--- src/rtl/core/lnp_pkg.sv ---
// Shared constants, action and status codes, sequencer states and the
// structs that pass between the node pool modules. No dependencies.
`default_nettype none

package lnp_pkg;

    localparam int POOL_SIZE = 16;
    localparam int IDX_W     = $clog2(POOL_SIZE);
    localparam int NODE_W    = 5;
    localparam int TOK_W     = 16;
    localparam int STEP_W    = $clog2(POOL_SIZE + 1);

    localparam logic [NODE_W-1:0] NULL_NODE = NODE_W'(POOL_SIZE);

    localparam logic [2:0] ACT_ADD    = 3'd0;
    localparam logic [2:0] ACT_REMOVE = 3'd1;
    localparam logic [2:0] ACT_CLEAR  = 3'd2;
    localparam logic [2:0] ACT_COUNT  = 3'd3;
    localparam logic [2:0] ACT_WALK   = 3'd4;

    localparam logic [1:0] ST_OK        = 2'd0;
    localparam logic [1:0] ST_FULL      = 2'd1;
    localparam logic [1:0] ST_ZERO_TOK  = 2'd2;
    localparam logic [1:0] ST_NOT_FOUND = 2'd3;

    typedef enum logic [2:0] {
        S_IDLE,
        S_READ,
        S_EVAL,
        S_WRITE,
        S_OUT
    } state_t;

    // Accesses to the node memories in one cycle
    typedef struct packed {
        logic              rd_en;
        logic [IDX_W-1:0]  rd_addr;
        logic              lk_we;
        logic [IDX_W-1:0]  lk_waddr;
        logic [NODE_W-1:0] lk_wdata;
        logic              tk_we;
        logic [IDX_W-1:0]  tk_waddr;
        logic [TOK_W-1:0]  tk_wdata;
    } mem_req_t;

    // Allocation and release requests to the free map
    typedef struct packed {
        logic             alloc;
        logic [IDX_W-1:0] alloc_idx;
        logic             release_en;
        logic [IDX_W-1:0] release_idx;
    } fm_op_t;

    typedef struct packed {
        logic [POOL_SIZE-1:0] occ;
        logic [NODE_W-1:0]    count;
        logic                 full;
        logic [IDX_W-1:0]     lowest;
    } fm_stat_t;

    typedef struct packed {
        logic [NODE_W-1:0] new_head;
        logic [1:0]        status;
        logic [TOK_W-1:0]  item_token;
        logic              last;
    } res_t;

endpackage

`default_nettype wire

--- src/rtl/core/linked_list_node_pool.sv ---
// Top level of the linked list node pool: stream ports, output register and
// assertions. Depends on lnp_pkg, lnp_node_mem, lnp_free_map and lnp_ctrl.
`default_nettype none

// A pool of 16 nodes holds singly linked lists named by their head index
// (16 is the empty list). One request is taken at a time; s_tready is high
// only while the sequencer is idle. Every node visited is first read from
// the link and token memories through a registered read port, then
// evaluated. A walk also passes each node through the output state, which
// waits while m_tready holds it off; count, refused requests and adds to
// an empty list go straight from idle to the output state. A walk gives
// one transfer per node with m_tlast on the final one; every other request
// gives exactly one transfer with m_tlast set. The result sits in an output
// register, so the next request is accepted while it waits for m_tready.
// Node occupancy lives in flip-flops cleared by reset, so no clearing pass
// runs after reset.

module linked_list_node_pool (
    input  wire logic        aclk,
    input  wire logic        aresetn,
    input  wire logic        s_tvalid,
    output logic             s_tready,
    // action[2:0], head[7:3], token[23:8]
    input  wire logic [23:0] s_tdata,
    output logic             m_tvalid,
    input  wire logic        m_tready,
    // new_head[4:0], status[6:5], free_nodes[11:7], item_token[27:12], zero[31:28]
    output logic [31:0]      m_tdata,
    output logic             m_tlast
);

    lnp_pkg::mem_req_t               mem_req;
    lnp_pkg::fm_op_t                 fm_op;
    lnp_pkg::fm_stat_t               fm_stat;
    lnp_pkg::res_t                   res;
    lnp_pkg::state_t                 state;
    logic [lnp_pkg::TOK_W-1:0]       tk_rdata;
    logic [lnp_pkg::NODE_W-1:0]      lk_rdata;
    logic                            res_valid;
    logic                            slot_free;

    logic        m_tvalid_reg, m_tvalid_next;
    logic [31:0] m_tdata_reg, m_tdata_next;
    logic        m_tlast_reg, m_tlast_next;

    lnp_node_mem u_mem (
        .aclk     (aclk),
        .req      (mem_req),
        .tk_rdata (tk_rdata),
        .lk_rdata (lk_rdata)
    );

    lnp_free_map u_free (
        .aclk    (aclk),
        .aresetn (aresetn),
        .op      (fm_op),
        .stat    (fm_stat)
    );

    lnp_ctrl u_ctrl (
        .aclk      (aclk),
        .aresetn   (aresetn),
        .in_valid  (s_tvalid),
        .in_ready  (s_tready),
        .in_action (s_tdata[2:0]),
        .in_head   (s_tdata[7:3]),
        .in_token  (s_tdata[23:8]),
        .tk_rdata  (tk_rdata),
        .lk_rdata  (lk_rdata),
        .fm_stat   (fm_stat),
        .slot_free (slot_free),
        .mem_req   (mem_req),
        .fm_op     (fm_op),
        .res_valid (res_valid),
        .res       (res),
        .state     (state)
    );

    assign slot_free = !m_tvalid_reg || m_tready;

    // Load a new result when the register is empty or being drained
    always_comb begin
        m_tvalid_next = m_tvalid_reg;
        m_tdata_next  = m_tdata_reg;
        m_tlast_next  = m_tlast_reg;
        if (res_valid && slot_free) begin
            m_tvalid_next = 1'b1;
            m_tdata_next  = {4'b0, res.item_token, fm_stat.count, res.status, res.new_head};
            m_tlast_next  = res.last;
        end else if (m_tready) begin
            m_tvalid_next = 1'b0;
        end
    end

    always_ff @(posedge aclk) begin
        if (!aresetn) begin
            m_tvalid_reg <= 1'b0;
        end else begin
            m_tvalid_reg <= m_tvalid_next;
        end
    end

    always_ff @(posedge aclk) begin
        m_tdata_reg <= m_tdata_next;
        m_tlast_reg <= m_tlast_next;
    end

    assign m_tvalid = m_tvalid_reg;
    assign m_tdata  = m_tdata_reg;
    assign m_tlast  = m_tlast_reg;

    // Free count must track the occupancy bits
    a_count_matches_occ: assert property (@(posedge aclk) disable iff (!aresetn)
        32'(fm_stat.count) == 32'(lnp_pkg::POOL_SIZE) - 32'($countones(fm_stat.occ)))
        else $error("free count out of step with occupancy");

    // Only a free node is ever handed out
    a_alloc_free_node: assert property (@(posedge aclk) disable iff (!aresetn)
        fm_op.alloc |-> !fm_stat.occ[fm_op.alloc_idx])
        else $error("allocated node already in use");

    // A pool-full result reports no free nodes
    a_full_means_zero: assert property (@(posedge aclk) disable iff (!aresetn)
        (m_tvalid && m_tdata[6:5] == lnp_pkg::ST_FULL) |-> (m_tdata[11:7] == '0))
        else $error("pool full reported with free nodes left");

    // A result is only produced from the output state
    a_res_from_out: assert property (@(posedge aclk) disable iff (!aresetn)
        res_valid |-> (state == lnp_pkg::S_OUT && !s_tready))
        else $error("result offered outside the output state");

endmodule

`default_nettype wire

--- src/rtl/core/lnp_node_mem.sv ---
// Token and link memories of the node pool: one shared registered read port,
// separate write ports. Depends on lnp_pkg.
`default_nettype none

module lnp_node_mem (
    input  wire logic                     aclk,
    input  wire lnp_pkg::mem_req_t        req,
    output logic [lnp_pkg::TOK_W-1:0]     tk_rdata,
    output logic [lnp_pkg::NODE_W-1:0]    lk_rdata
);

    logic [lnp_pkg::TOK_W-1:0]  tok_mem [lnp_pkg::POOL_SIZE];
    logic [lnp_pkg::NODE_W-1:0] link_mem [lnp_pkg::POOL_SIZE];
    logic [lnp_pkg::TOK_W-1:0]  tk_rdata_reg;
    logic [lnp_pkg::NODE_W-1:0] lk_rdata_reg;

    always_ff @(posedge aclk) begin
        if (req.tk_we) begin
            tok_mem[req.tk_waddr] <= req.tk_wdata;
        end
        if (req.rd_en) begin
            tk_rdata_reg <= tok_mem[req.rd_addr];
        end
    end

    always_ff @(posedge aclk) begin
        if (req.lk_we) begin
            link_mem[req.lk_waddr] <= req.lk_wdata;
        end
        if (req.rd_en) begin
            lk_rdata_reg <= link_mem[req.rd_addr];
        end
    end

    assign tk_rdata = tk_rdata_reg;
    assign lk_rdata = lk_rdata_reg;

endmodule

`default_nettype wire

--- src/rtl/core/lnp_free_map.sv ---
// Occupancy bits, free node count and lowest free node encoder.
// Depends on lnp_pkg.
`default_nettype none

module lnp_free_map (
    input  wire logic              aclk,
    input  wire logic              aresetn,
    input  wire lnp_pkg::fm_op_t   op,
    output lnp_pkg::fm_stat_t      stat
);

    logic [lnp_pkg::POOL_SIZE-1:0] occ_reg, occ_next;
    logic [lnp_pkg::NODE_W-1:0]    count_reg, count_next;
    logic [lnp_pkg::IDX_W-1:0]     lowest;

    always_comb begin
        occ_next   = occ_reg;
        count_next = count_reg;
        if (op.alloc) begin
            occ_next[op.alloc_idx] = 1'b1;
            count_next = count_reg - 1'b1;
        end else if (op.release_en && occ_reg[op.release_idx]) begin
            occ_next[op.release_idx] = 1'b0;
            count_next = count_reg + 1'b1;
        end
    end

    // Scan down so the lowest free node wins
    always_comb begin
        lowest = '0;
        for (int i = lnp_pkg::POOL_SIZE - 1; i >= 0; i--) begin
            if (!occ_reg[i]) begin
                lowest = lnp_pkg::IDX_W'(i);
            end
        end
    end

    always_ff @(posedge aclk) begin
        if (!aresetn) begin
            occ_reg   <= '0;
            count_reg <= lnp_pkg::NULL_NODE;
        end else begin
            occ_reg   <= occ_next;
            count_reg <= count_next;
        end
    end

    assign stat.occ    = occ_reg;
    assign stat.count  = count_reg;
    assign stat.full   = &occ_reg;
    assign stat.lowest = lowest;

endmodule

`default_nettype wire

--- src/rtl/core/lnp_ctrl.sv ---
// Request sequencer: walks list links through the node memories, one node
// per read/evaluate pair, and builds each result. Depends on lnp_pkg.
`default_nettype none

module lnp_ctrl (
    input  wire logic                      aclk,
    input  wire logic                      aresetn,
    input  wire logic                      in_valid,
    output logic                           in_ready,
    input  wire logic [2:0]                in_action,
    input  wire logic [4:0]                in_head,
    input  wire logic [lnp_pkg::TOK_W-1:0] in_token,
    input  wire logic [lnp_pkg::TOK_W-1:0] tk_rdata,
    input  wire logic [lnp_pkg::NODE_W-1:0] lk_rdata,
    input  wire lnp_pkg::fm_stat_t         fm_stat,
    input  wire logic                      slot_free,
    output lnp_pkg::mem_req_t              mem_req,
    output lnp_pkg::fm_op_t                fm_op,
    output logic                           res_valid,
    output lnp_pkg::res_t                  res,
    output lnp_pkg::state_t                state
);

    lnp_pkg::state_t state_reg, state_next;

    logic [2:0]                   act_reg, act_next;
    logic [lnp_pkg::TOK_W-1:0]    tok_reg, tok_next;
    logic [lnp_pkg::NODE_W-1:0]   cur_reg, cur_next;
    logic [lnp_pkg::NODE_W-1:0]   prev_reg, prev_next;
    logic [lnp_pkg::STEP_W-1:0]   steps_reg, steps_next;
    logic [lnp_pkg::IDX_W-1:0]    alloc_reg, alloc_next;
    lnp_pkg::res_t                res_reg, res_next;

    logic [lnp_pkg::NODE_W-1:0]   in_head_cl;
    logic [lnp_pkg::IDX_W-1:0]    cur_idx;
    logic [lnp_pkg::IDX_W-1:0]    prev_idx;
    logic [lnp_pkg::TOK_W-1:0]    cur_tok;
    logic [lnp_pkg::NODE_W-1:0]   nx;
    logic [lnp_pkg::STEP_W-1:0]   steps_inc;
    logic                         stop;
    logic                         match;
    logic                         accept;

    // Shared evaluation of the node just read
    always_comb begin
        in_head_cl = (in_head >= lnp_pkg::NULL_NODE) ? lnp_pkg::NULL_NODE : in_head;
        cur_idx    = cur_reg[lnp_pkg::IDX_W-1:0];
        prev_idx   = prev_reg[lnp_pkg::IDX_W-1:0];
        cur_tok    = fm_stat.occ[cur_idx] ? tk_rdata : '0;
        nx         = (lk_rdata < lnp_pkg::NULL_NODE) ? lk_rdata : lnp_pkg::NULL_NODE;
        steps_inc  = steps_reg + 1'b1;
        stop       = (nx == lnp_pkg::NULL_NODE) ||
                     (steps_inc == lnp_pkg::STEP_W'(lnp_pkg::POOL_SIZE));
        match      = (cur_tok == tok_reg);
        accept     = (state_reg == lnp_pkg::S_IDLE) && in_valid;
    end

    // Next state
    always_comb begin
        state_next = state_reg;
        unique case (state_reg)
            lnp_pkg::S_IDLE: begin
                if (in_valid) begin
                    unique case (in_action)
                        lnp_pkg::ACT_ADD: begin
                            if (in_token == '0 || fm_stat.full ||
                                in_head_cl == lnp_pkg::NULL_NODE) begin
                                state_next = lnp_pkg::S_OUT;
                            end else begin
                                state_next = lnp_pkg::S_READ;
                            end
                        end
                        lnp_pkg::ACT_REMOVE: begin
                            if (in_token == '0 || in_head_cl == lnp_pkg::NULL_NODE) begin
                                state_next = lnp_pkg::S_OUT;
                            end else begin
                                state_next = lnp_pkg::S_READ;
                            end
                        end
                        lnp_pkg::ACT_CLEAR, lnp_pkg::ACT_WALK: begin
                            if (in_head_cl == lnp_pkg::NULL_NODE) begin
                                state_next = lnp_pkg::S_OUT;
                            end else begin
                                state_next = lnp_pkg::S_READ;
                            end
                        end
                        default: state_next = lnp_pkg::S_OUT;
                    endcase
                end
            end
            lnp_pkg::S_READ: state_next = lnp_pkg::S_EVAL;
            lnp_pkg::S_EVAL: begin
                unique case (act_reg)
                    lnp_pkg::ACT_ADD: begin
                        state_next = stop ? lnp_pkg::S_WRITE : lnp_pkg::S_READ;
                    end
                    lnp_pkg::ACT_REMOVE: begin
                        priority if (match) begin
                            state_next = lnp_pkg::S_WRITE;
                        end else if (stop) begin
                            state_next = lnp_pkg::S_OUT;
                        end else begin
                            state_next = lnp_pkg::S_READ;
                        end
                    end
                    lnp_pkg::ACT_CLEAR: begin
                        state_next = stop ? lnp_pkg::S_OUT : lnp_pkg::S_READ;
                    end
                    default: state_next = lnp_pkg::S_OUT;
                endcase
            end
            lnp_pkg::S_WRITE: state_next = lnp_pkg::S_OUT;
            lnp_pkg::S_OUT: begin
                if (slot_free) begin
                    state_next = res_reg.last ? lnp_pkg::S_IDLE : lnp_pkg::S_READ;
                end
            end
            default: state_next = lnp_pkg::S_IDLE;
        endcase
    end

    // Datapath and memory accesses
    always_comb begin
        act_next   = act_reg;
        tok_next   = tok_reg;
        cur_next   = cur_reg;
        prev_next  = prev_reg;
        steps_next = steps_reg;
        alloc_next = alloc_reg;
        res_next   = res_reg;
        mem_req    = '0;
        fm_op      = '0;

        unique case (state_reg)
            lnp_pkg::S_IDLE: begin
                if (accept) begin
                    act_next            = in_action;
                    tok_next            = in_token;
                    cur_next            = in_head_cl;
                    prev_next           = lnp_pkg::NULL_NODE;
                    steps_next          = '0;
                    alloc_next          = fm_stat.lowest;
                    res_next.new_head   = in_head_cl;
                    res_next.status     = lnp_pkg::ST_OK;
                    res_next.item_token = '0;
                    res_next.last       = 1'b1;
                    unique case (in_action)
                        lnp_pkg::ACT_ADD: begin
                            priority if (in_token == '0) begin
                                res_next.status = lnp_pkg::ST_ZERO_TOK;
                            end else if (fm_stat.full) begin
                                res_next.status = lnp_pkg::ST_FULL;
                            end else if (in_head_cl == lnp_pkg::NULL_NODE) begin
                                // Start a new list with the lowest free node
                                res_next.new_head = {1'b0, fm_stat.lowest};
                                mem_req.tk_we     = 1'b1;
                                mem_req.tk_waddr  = fm_stat.lowest;
                                mem_req.tk_wdata  = in_token;
                                mem_req.lk_we     = 1'b1;
                                mem_req.lk_waddr  = fm_stat.lowest;
                                mem_req.lk_wdata  = lnp_pkg::NULL_NODE;
                                fm_op.alloc       = 1'b1;
                                fm_op.alloc_idx   = fm_stat.lowest;
                            end else begin
                                res_next.status = lnp_pkg::ST_OK;
                            end
                        end
                        lnp_pkg::ACT_REMOVE: begin
                            priority if (in_token == '0) begin
                                res_next.status = lnp_pkg::ST_ZERO_TOK;
                            end else if (in_head_cl == lnp_pkg::NULL_NODE) begin
                                res_next.status = lnp_pkg::ST_NOT_FOUND;
                            end else begin
                                res_next.status = lnp_pkg::ST_OK;
                            end
                        end
                        lnp_pkg::ACT_CLEAR: res_next.new_head = lnp_pkg::NULL_NODE;
                        default: res_next.status = lnp_pkg::ST_OK;
                    endcase
                end
            end
            lnp_pkg::S_READ: begin
                mem_req.rd_en   = 1'b1;
                mem_req.rd_addr = cur_idx;
            end
            lnp_pkg::S_EVAL: begin
                unique case (act_reg)
                    lnp_pkg::ACT_ADD: begin
                        if (stop) begin
                            // Fill the new node; link the tail to it next cycle
                            mem_req.tk_we    = 1'b1;
                            mem_req.tk_waddr = alloc_reg;
                            mem_req.tk_wdata = tok_reg;
                            mem_req.lk_we    = 1'b1;
                            mem_req.lk_waddr = alloc_reg;
                            mem_req.lk_wdata = lnp_pkg::NULL_NODE;
                            fm_op.alloc      = 1'b1;
                            fm_op.alloc_idx  = alloc_reg;
                            prev_next        = cur_reg;
                        end else begin
                            cur_next   = nx;
                            steps_next = steps_inc;
                        end
                    end
                    lnp_pkg::ACT_REMOVE: begin
                        priority if (match) begin
                            if (prev_reg == lnp_pkg::NULL_NODE) begin
                                res_next.new_head = nx;
                            end else begin
                                mem_req.lk_we    = 1'b1;
                                mem_req.lk_waddr = prev_idx;
                                mem_req.lk_wdata = nx;
                            end
                            fm_op.release_en  = 1'b1;
                            fm_op.release_idx = cur_idx;
                        end else if (stop) begin
                            res_next.status = lnp_pkg::ST_NOT_FOUND;
                        end else begin
                            prev_next  = cur_reg;
                            cur_next   = nx;
                            steps_next = steps_inc;
                        end
                    end
                    lnp_pkg::ACT_CLEAR: begin
                        mem_req.lk_we     = 1'b1;
                        mem_req.lk_waddr  = cur_idx;
                        mem_req.lk_wdata  = lnp_pkg::NULL_NODE;
                        fm_op.release_en  = 1'b1;
                        fm_op.release_idx = cur_idx;
                        cur_next          = nx;
                        steps_next        = steps_inc;
                    end
                    lnp_pkg::ACT_WALK: begin
                        res_next.item_token = cur_tok;
                        res_next.last       = stop;
                        cur_next            = nx;
                        steps_next          = steps_inc;
                    end
                    default: res_next.last = 1'b1;
                endcase
            end
            lnp_pkg::S_WRITE: begin
                mem_req.lk_we = 1'b1;
                if (act_reg == lnp_pkg::ACT_ADD) begin
                    mem_req.lk_waddr = prev_idx;
                    mem_req.lk_wdata = {1'b0, alloc_reg};
                end else begin
                    // Unhook the removed node
                    mem_req.lk_waddr = cur_idx;
                    mem_req.lk_wdata = lnp_pkg::NULL_NODE;
                end
            end
            lnp_pkg::S_OUT: begin
                res_next = res_reg;
            end
            default: res_next = res_reg;
        endcase
    end

    always_ff @(posedge aclk) begin
        if (!aresetn) begin
            state_reg <= lnp_pkg::S_IDLE;
        end else begin
            state_reg <= state_next;
        end
    end

    always_ff @(posedge aclk) begin
        act_reg   <= act_next;
        tok_reg   <= tok_next;
        cur_reg   <= cur_next;
        prev_reg  <= prev_next;
        steps_reg <= steps_next;
        alloc_reg <= alloc_next;
        res_reg   <= res_next;
    end

    assign in_ready  = (state_reg == lnp_pkg::S_IDLE);
    assign res_valid = (state_reg == lnp_pkg::S_OUT);
    assign res       = res_reg;
    assign state     = state_reg;

endmodule

`default_nettype wire

--- config.mk ---
export PLATFORM = sky130hd
export DESIGN_NAME = linked_list_node_pool
export DESIGN_NICKNAME = d
export VERILOG_FILES = /design/src/rtl/core/lnp_pkg.sv /design/src/rtl/core/linked_list_node_pool.sv /design/src/rtl/core/lnp_node_mem.sv /design/src/rtl/core/lnp_free_map.sv /design/src/rtl/core/lnp_ctrl.sv
export SDC_FILE = /design/constraint.sdc
export NUM_CORES = 1
export LEC_CHECK = 0
export ABC_AREA = 1
export BUFFER_PORTS_ARGS = -buffer_cell sky130_fd_sc_hd__buf_2
export CORE_ASPECT_RATIO = 0.9
export CORE_MARGIN = 3
export CORE_UTILIZATION = 62
export DETAILED_ROUTE_END_ITERATION = 12
export PLACE_DENSITY = 0.84
export SLEW_MARGIN = 20
export SYNTH_ARGS = -nofsm -noshare
export SYNTH_HDL_FRONTEND = slang
export SYNTH_SLANG_ARGS = --single-unit
--- constraint.sdc ---
create_clock -name aclk -period 3.9 [get_ports aclk]
set_input_delay 0.39 -clock aclk [delete_from_list [all_inputs] [get_ports aclk]]
set_output_delay 0.39 -clock aclk [all_outputs]
set_load 0.1 [all_outputs]
## Word level (Yosys, flattened, before mapping)

Memory sizes are Yosys's and may differ from the RTL's. A register that Yosys moved wholly into a read port is not among the register bits.
Cells that the tools add are included.

- Equality and inequality tests: 30
- Add/subtract/negate cells: 3
- $mul: 0
- Multiplexer cells: 108
- Shift operators: 0
- Div/mod/pow operators: 0
- Bitwise gates (word level): 3
- $lt $le $gt $ge: 7
- Reductions and logical operators: 30

Operators by type and width:

| operator | number |
|---|---|
| $mux W31 | 6 |
| $mux W5 | 29 |
| $pmux W5 S2 | 7 |
| $mux W16 | 4 |
| $mux W4 | 16 |
| $pmux W10 S3 | 2 |
| $pmux W24 S2 | 1 |
| $pmux W21 S2 | 1 |
| $pmux W5 S3 | 2 |
| $mux W24 | 1 |
| $mux W21 | 1 |
| $mux W3 | 7 |
| $eq A5 B5 Y1 const B | 4 |
| $mux W10 | 2 |
| $pmux W3 S3 | 2 |
| $and A16 B16 Y16 | 1 |
| $eq A16 B16 Y1 | 1 |
| $logic_not A16 Y1 | 1 |
| $not A16 Y16 | 1 |
| $or A16 B16 Y16 | 1 |
| $reduce_and A16 Y1 | 1 |
| $lt A4 B5 Y1 const B | 3 |
| $pmux W3 S5 | 1 |
| $eq A3 B2 Y1 const B | 4 |
| 32 further kinds | 82 |

- Bits in latches: 0
- Output and inout bits: 35
- Flip-flop bits (word level): 116
- Memories: 2
- RAM bits: 336
- Bits in read-only memories: 0
- Input port bits: 28
- Logic and storage cells: 199

Memory list:

| memory | words | width | read ports | clocked after Yosys merged registers in | write ports | line | source |
|---|---|---|---|---|---|---|---|
| u_mem.tok_mem | 16 | 16 | 1 | 1 | 1 | lnp_node_mem.sv:12 | `logic [lnp_pkg::TOK_W-1:0] tok_mem [lnp_pkg::POOL_SIZE];` |
| u_mem.link_mem | 16 | 5 | 1 | 1 | 1 | lnp_node_mem.sv:13 | `logic [lnp_pkg::NODE_W-1:0] link_mem [lnp_pkg::POOL_SIZE];` |

## Depth between registers and ports, before layout

- Depth in word-level cells: 28
- Gate-level depth with buffers: 27
- Gate-level depth less buffers: 26

## Hierarchy

A second synthesis with hierarchy kept.

- Cell total of the unflattened synthesis: 2265
- Area, all modules: 21827.2 um2

Modules (own cells, without submodules):

| module | sequential area each (um2) | cells an instance | instances | area an instance (um2) |
|---|---|---|---|---|
| lnp_node_mem | 10720.3 | 1432 | 1 | 15255.9 |
| lnp_ctrl | 1921.8 | 523 | 1 | 3998.8 |
| lnp_free_map | 420.4 | 269 | 1 | 1616.6 |
| linked_list_node_pool | 890.9 | 41 | 1 | 955.9 |

## Least setup slack after synthesis

OpenSTA, ideal clock, no wires.

- Path type: register to register
- From: register u_ctrl.state_reg[0] (netlist: u_ctrl.state[0])
- To: memory u_mem.tok_mem[8][0] (netlist name) (enable)
- Setup time: 0.390 ns
- Data required time: 3.510 ns
- Clock period less this slack: 4.404 ns
- Buffers on the path: 0
- Setup slack: -0.504 ns
- Stages on the path, launching flop included: 12
- Data arrival time: 4.014 ns
- Cells stage by stage: dfxtp_1 > nor2_1 > inv_1 > nor2_1 > nand2_1 > inv_1 > nand4_1 > o21ai_0 > inv_1 > nor2_1 > inv_1 > nor2_1

- Cells in the longest elaborated chain, start to end: 6
- Elaborated cells between the ends (all ways): 7
- Those cells by class: eq/ne: 1; mux: 4; reduce/logical: 2

RTL lines:

| item | line | source |
|---|---|---|
| from (decl) | lnp_ctrl.sv:24 | `lnp_pkg::state_t state_reg, state_next;` |
| from (signal assigned) | lnp_ctrl.sv:262 | `state_reg <= lnp_pkg::S_IDLE;` |
| from (signal assigned) | lnp_ctrl.sv:264 | `state_reg <= state_next;` |
| $logic_not A3 Y1 * | n/a |  |
| named net s_tready | linked_list_node_pool.sv:22 | `output logic s_tready,` |
| $logic_and A1 B1 Y1 | lnp_ctrl.sv:55 | `accept = (state_reg == lnp_pkg::S_IDLE) && in_valid;` |
| $mux W31 | lnp_ctrl.sv:136 | `if (accept) begin` |
| $pmux W21 S2 * | lnp_ctrl.sv:134 | `unique case (state_reg)` |
| $mux W1 | lnp_node_mem.sv:18 | `if (req.tk_we) begin` |
| $mux W1 (not written as such) | lnp_node_mem.sv:19 | `tok_mem[req.tk_waddr] <= req.tk_wdata;` |
| to (decl) | lnp_node_mem.sv:12 |  |

Mark *: on every way through the listed nets, which the timed path passes. The rest lies on a longest branch.

## Worst setup path in the final report

- From: register u_ctrl.cur_reg[0] (netlist name)
- To: memory u_mem.link_mem[14][0] (netlist name) (enable)

- Cells in the longest elaborated chain, start to end: 9
- Elaborated cells between the ends (all ways): 10
- Those cells by class: eq/ne: 1; mux: 9

RTL lines:

| item | line | source |
|---|---|---|
| from (decl) | lnp_ctrl.sv:28 | `logic [lnp_pkg::NODE_W-1:0] cur_reg, cur_next;` |
| from (signal assigned) | lnp_ctrl.sv:271 | `cur_reg <= cur_next;` |
| $bmux W1 S4 | lnp_ctrl.sv:49 | `cur_tok = fm_stat.occ[cur_idx] ? tk_rdata : '0;` |
| $mux W1 (not written as such) | lnp_ctrl.sv:49 |  |
| $mux W16 | lnp_ctrl.sv:49 |  |
| $eq A16 B16 Y1 | lnp_ctrl.sv:54 | `match = (cur_tok == tok_reg);` |
| $mux W10 | lnp_ctrl.sv:206 | `priority if (match) begin` |
| $pmux W10 S3 | lnp_ctrl.sv:187 | `unique case (act_reg)` |
| $pmux W10 S3 * | lnp_ctrl.sv:134 |  |
| $mux W1 | lnp_node_mem.sv:27 | `if (req.lk_we) begin` |
| $mux W1 (not written as such) | lnp_node_mem.sv:28 | `link_mem[req.lk_waddr] <= req.lk_wdata;` |
| to (decl) | lnp_node_mem.sv:13 |  |

Every way passes the cells marked *; elsewhere a longest branch is shown, timed or not. The select of a mux whose other input is x is not followed.

==> metrics.csv <==
stage,metric,value,unit
run_status,outcome,"complete, no violations",
layout,Largest register FFs,256,
power,switching power,2600,uW
cts,total CTS buffers,44,
power,leak pwr,0.00828,uW
logic_synthesis,mean area per synthesized cell,11.2,sq um
cts,CTS max path bufs,3,
placed_design,RePlAce Congestion,0.978,
global_routing,grt met1 use,0.440,
logic_synthesis,mux share of post-synthesis cell area,0,
worst_setup_path,highest-delay cell along the critical path,edfxtp_1,
floorplanning,die height,177,microns
sta,relative slew slack,0.238,
cts,Worst-path clk slew,0.07,ns
power,Comb pwr share,0.088,
sta,fmax,0.275,GHz
logic_synthesis,xor and xnor area share after synthesis,0.00262,
routing,total wire length,52900,microns
global_routing,GR Util met3,0.0594,
sta,clk_skew,0.0152,ns
worst_hold_path,worst hold path class,input port to flop,
layout,Antenna Cells,0,
power,PD cells,478,nW/um^2
floorplanning,Initial Utilization,0.640,
worst_setup_path,CP Cell Sequence,buf_4 -> nand2_1 -> nand3_1 -> nand3_1 -> nand3_2 -> nand2_2 -> buf_12 -> nand2_1 -> nand2_1 -> nand2_1 -> nor2_1 -> nand2_1 -> nor2_2 -> nand3_2 -> inv_1 -> a21oi_1 -> nor2_1 -> nor3_1 -> buf_4 -> inv_1 -> buf_4 -> nand2_1 -> nor2_2 -> buf_4,
global_routing,initial antenna violation count,2,
placed_design,Placement Cell Area,21400,sq um
worst_setup_path,crit-path most repeated cell,nand2_1,
sta,Final Cycle Share,0.932,
placed_design,post-detail-place hpwl,34000,microns
worst_setup_path,Setup CP Type,flop to flop,
floorplanning,Die X-Extent,196,microns
logic_synthesis,sequential fraction of the synthesis area,0.696,
logic_synthesis,main flop type after synthesis,edfxtp_1,
power,clock power share,0.388,
logic_synthesis,Gate Count Post-Synth,1791,
layout,Area Growth Syn to Fin,13.9,%
layout,fin util,0.728,
floorplanning,Top Ports,63,
global_routing,GRT Util Overall,0.303,
routing,1st-iter DRT viols,2228,
sta,WHS,0.0400,ns
worst_setup_path,crit path DAT,3.89,ns
cts,CTS tree,done,
routing,post-route antenna net violation count,0,
cts,Clock Sinks,473,
sta,crit path time final,3.63,ns
routing,routed vias,15000,
logic_synthesis,"Cell Area, Synth",20100,sq um
power,Pint,8330,uW
layout,most frequent cells in the layout,"edfxtp_1, nor2_1, nand2_1",
logic_synthesis,number of synthesized flops with an enable pin,448,
run,Max Cap Violations,0,
power,Worst VDD drop,682,uV
logic_synthesis,largest family of logic cells by synthesized area,simple AND/OR/NAND/NOR gates,
routing,TritonRoute pass-1 iters,8,
logic_synthesis,Post-Synth Simple-Gate Area,0.159,
global_routing,GR Overflow Total,0,
sta,final-report max-slew violation count,0,
layout,Layout fillers,1899,
logic_synthesis,post-synth cell types,48,
global_routing,largest net degree at the start of global routing,95,
worst_setup_path,crit path capture type,flop,
sta,Fin Setup TNS,0,ns
worst_setup_path,critical path required time,4.16,ns
worst_setup_path,CP bufs+invs,7,
cts,"Clk Latency, worst-skew pair",0.54,ns
floorplanning,die area,34600,sq um
cts,Root Buffer,clkbuf_16,
layout,final net count,1949,
sta,endpoints failing setup,0,
sta,slew at the pin closest to its max-slew limit,1.13,ns
worst_setup_path,crit path max fanout,32,
power,Seq pwr share,0.524,
sta,RSZ-0062 raised after global routing,no,
worst_setup_path,startpoint types,flop,
logic_synthesis,adder-cell share of the synthesized area,0.00349,
floorplanning,row count,61,
global_routing,GRT met2 Usage,0.476,
logic_synthesis,synth warn,0,
global_routing,vias in the first global route,14200,
cts,postcts setup bufs,0,
global_routing,global route hottest layer,met2,
worst_setup_path,crit-path leading delay family,simple AND/OR/NAND/NOR gates,
cts,H-tree depth,2,
layout,"commonest non-fill, non-tap cell in the layout",edfxtp_1,
logic_synthesis,async set-reset flop share out of synthesis,0,
layout,final instance area,22800,sq um
worst_setup_path,max incr delay on CP,0.46,ns
sta,"Hold Violations, Final",0,
logic_synthesis,register bit count reported by yosys,473,
floorplanning,Core ar.,31400,sq um
layout,register area,14000,sq um
global_routing,global-route wire length before repair,81200,microns
power,switching share of power,0.238,
placed_design,I/O Buffers,58,
logic_synthesis,post-synthesis compound-gate area fraction,0.0946,
routing,# DRC,0,
layout,share of layout cells above drive strength 1,0.141,
layout,multi-input logic area,5310,sq um
routing,via/cell ratio,6.34,
routing,routed len/inst,22.4,microns
[power by group through the flow]
stage	Combinational (uW)	Sequential, uW	Clock [uW]
2_1_floorplan	493	5970	0
3_3_place_gp	914	5820	0
3_5_place_dp	939	5820	0
4_1_cts	948	5720	4250
5_1_grt	1030	5720	4460
6_report	965	5720	4240
[final timing paths]
kind	slack, ns	cells after the start	to	startpoint
max reg2reg	0.27	24	u_mem.link_mem[14][0]$_DFFE_PP_	u_ctrl.cur_reg[0]$_DFFE_PP_
min reg2reg	0.42	0	m_tdata[16]$_DFFE_PP_	u_ctrl.res[5]$_SDFFCE_PN0P_
max	0.27	24	u_mem.link_mem[14][0]$_DFFE_PP_	u_ctrl.cur_reg[0]$_DFFE_PP_
min	0.04	1	u_ctrl.tok_reg[4]$_DFFE_PP_	s_tdata[12]
[synthesized netlist by cell type (2+ instances only)]
cell type	count	area, sq um
nor2_1	444	1670
nand3_1	92	460
dfxtp_1	25	500
buf_4	4	30.0
a22oi_1	3	22.5
o211ai_1	12	90.1
buf_6	3	33.8
inv_1	134	503
edfxtp_1	448	13500
nor2_2	5	31.3
o21ai_0	125	626
nor3_1	17	85.1
a21oi_1	35	175
a32o_1	2	20.0
o22ai_1	18	113
o311ai_0	74	648
nand4_1	9	56.3
nand2_4	2	22.5
nand2_2	2	12.5
nand2_1	201	754
clkbuf_1	68	255
ha_1	4	50.1
xor2_1	5	43.8
buf_1	7	26.3
o221ai_1	3	26.3
clkinv_1	7	26.3
inv_2	5	18.8
nand3_2	4	40.0
o21ai_1	2	10.0
o32ai_1	10	87.6
nor4_1	4	25.0
[cell families after synthesis]
group                    after synthesis
XOR/XNOR                               6
AND/OR/NAND/NOR                      784
flip-flops                           473
other                                  1
adder cells (fa/ha/maj)                5
AO/OA/AOI/OAI                        293
buffers and inverters                229
[through the flow]
step / power, uW / cells / setup WS (ns)
after floorplan: 6460 / 1794 / 0.0466
after global placement: 6730 / 2279 / 0.377
after detailed placement: 6760 / 2279 / 0.272
after CTS: 10900 / 2358 / 0.248
after global routing: 11200 / 2358 / 0.0135
final: 10900 / 2358 / 0.267
[final cells by class]
type / instances / area share
clock inverters: 20 / 0.00931
inverters: 146 / 0.0241
multi-input cells: 1092 / 0.232
flip-flops and latches: 473 / 0.611
clock buffers: 59 / 0.0530
well taps: 409 / 0.0224
repair buffers: 159 / 0.0481
[timing repair]
item	4_1_cts	5_1_grt
hold buffers	0	0
resized for setup	0	6
setup endpoints to repair	0	113
[per-layer routing]
layer  routed length (microns)  vias up
met2                     24500     1167
met5                        27        -
li1                          -     6574
met4                      1410        4
met1                     20400     7077
met3                      6560      130
(Power assumes the default switching activity.)
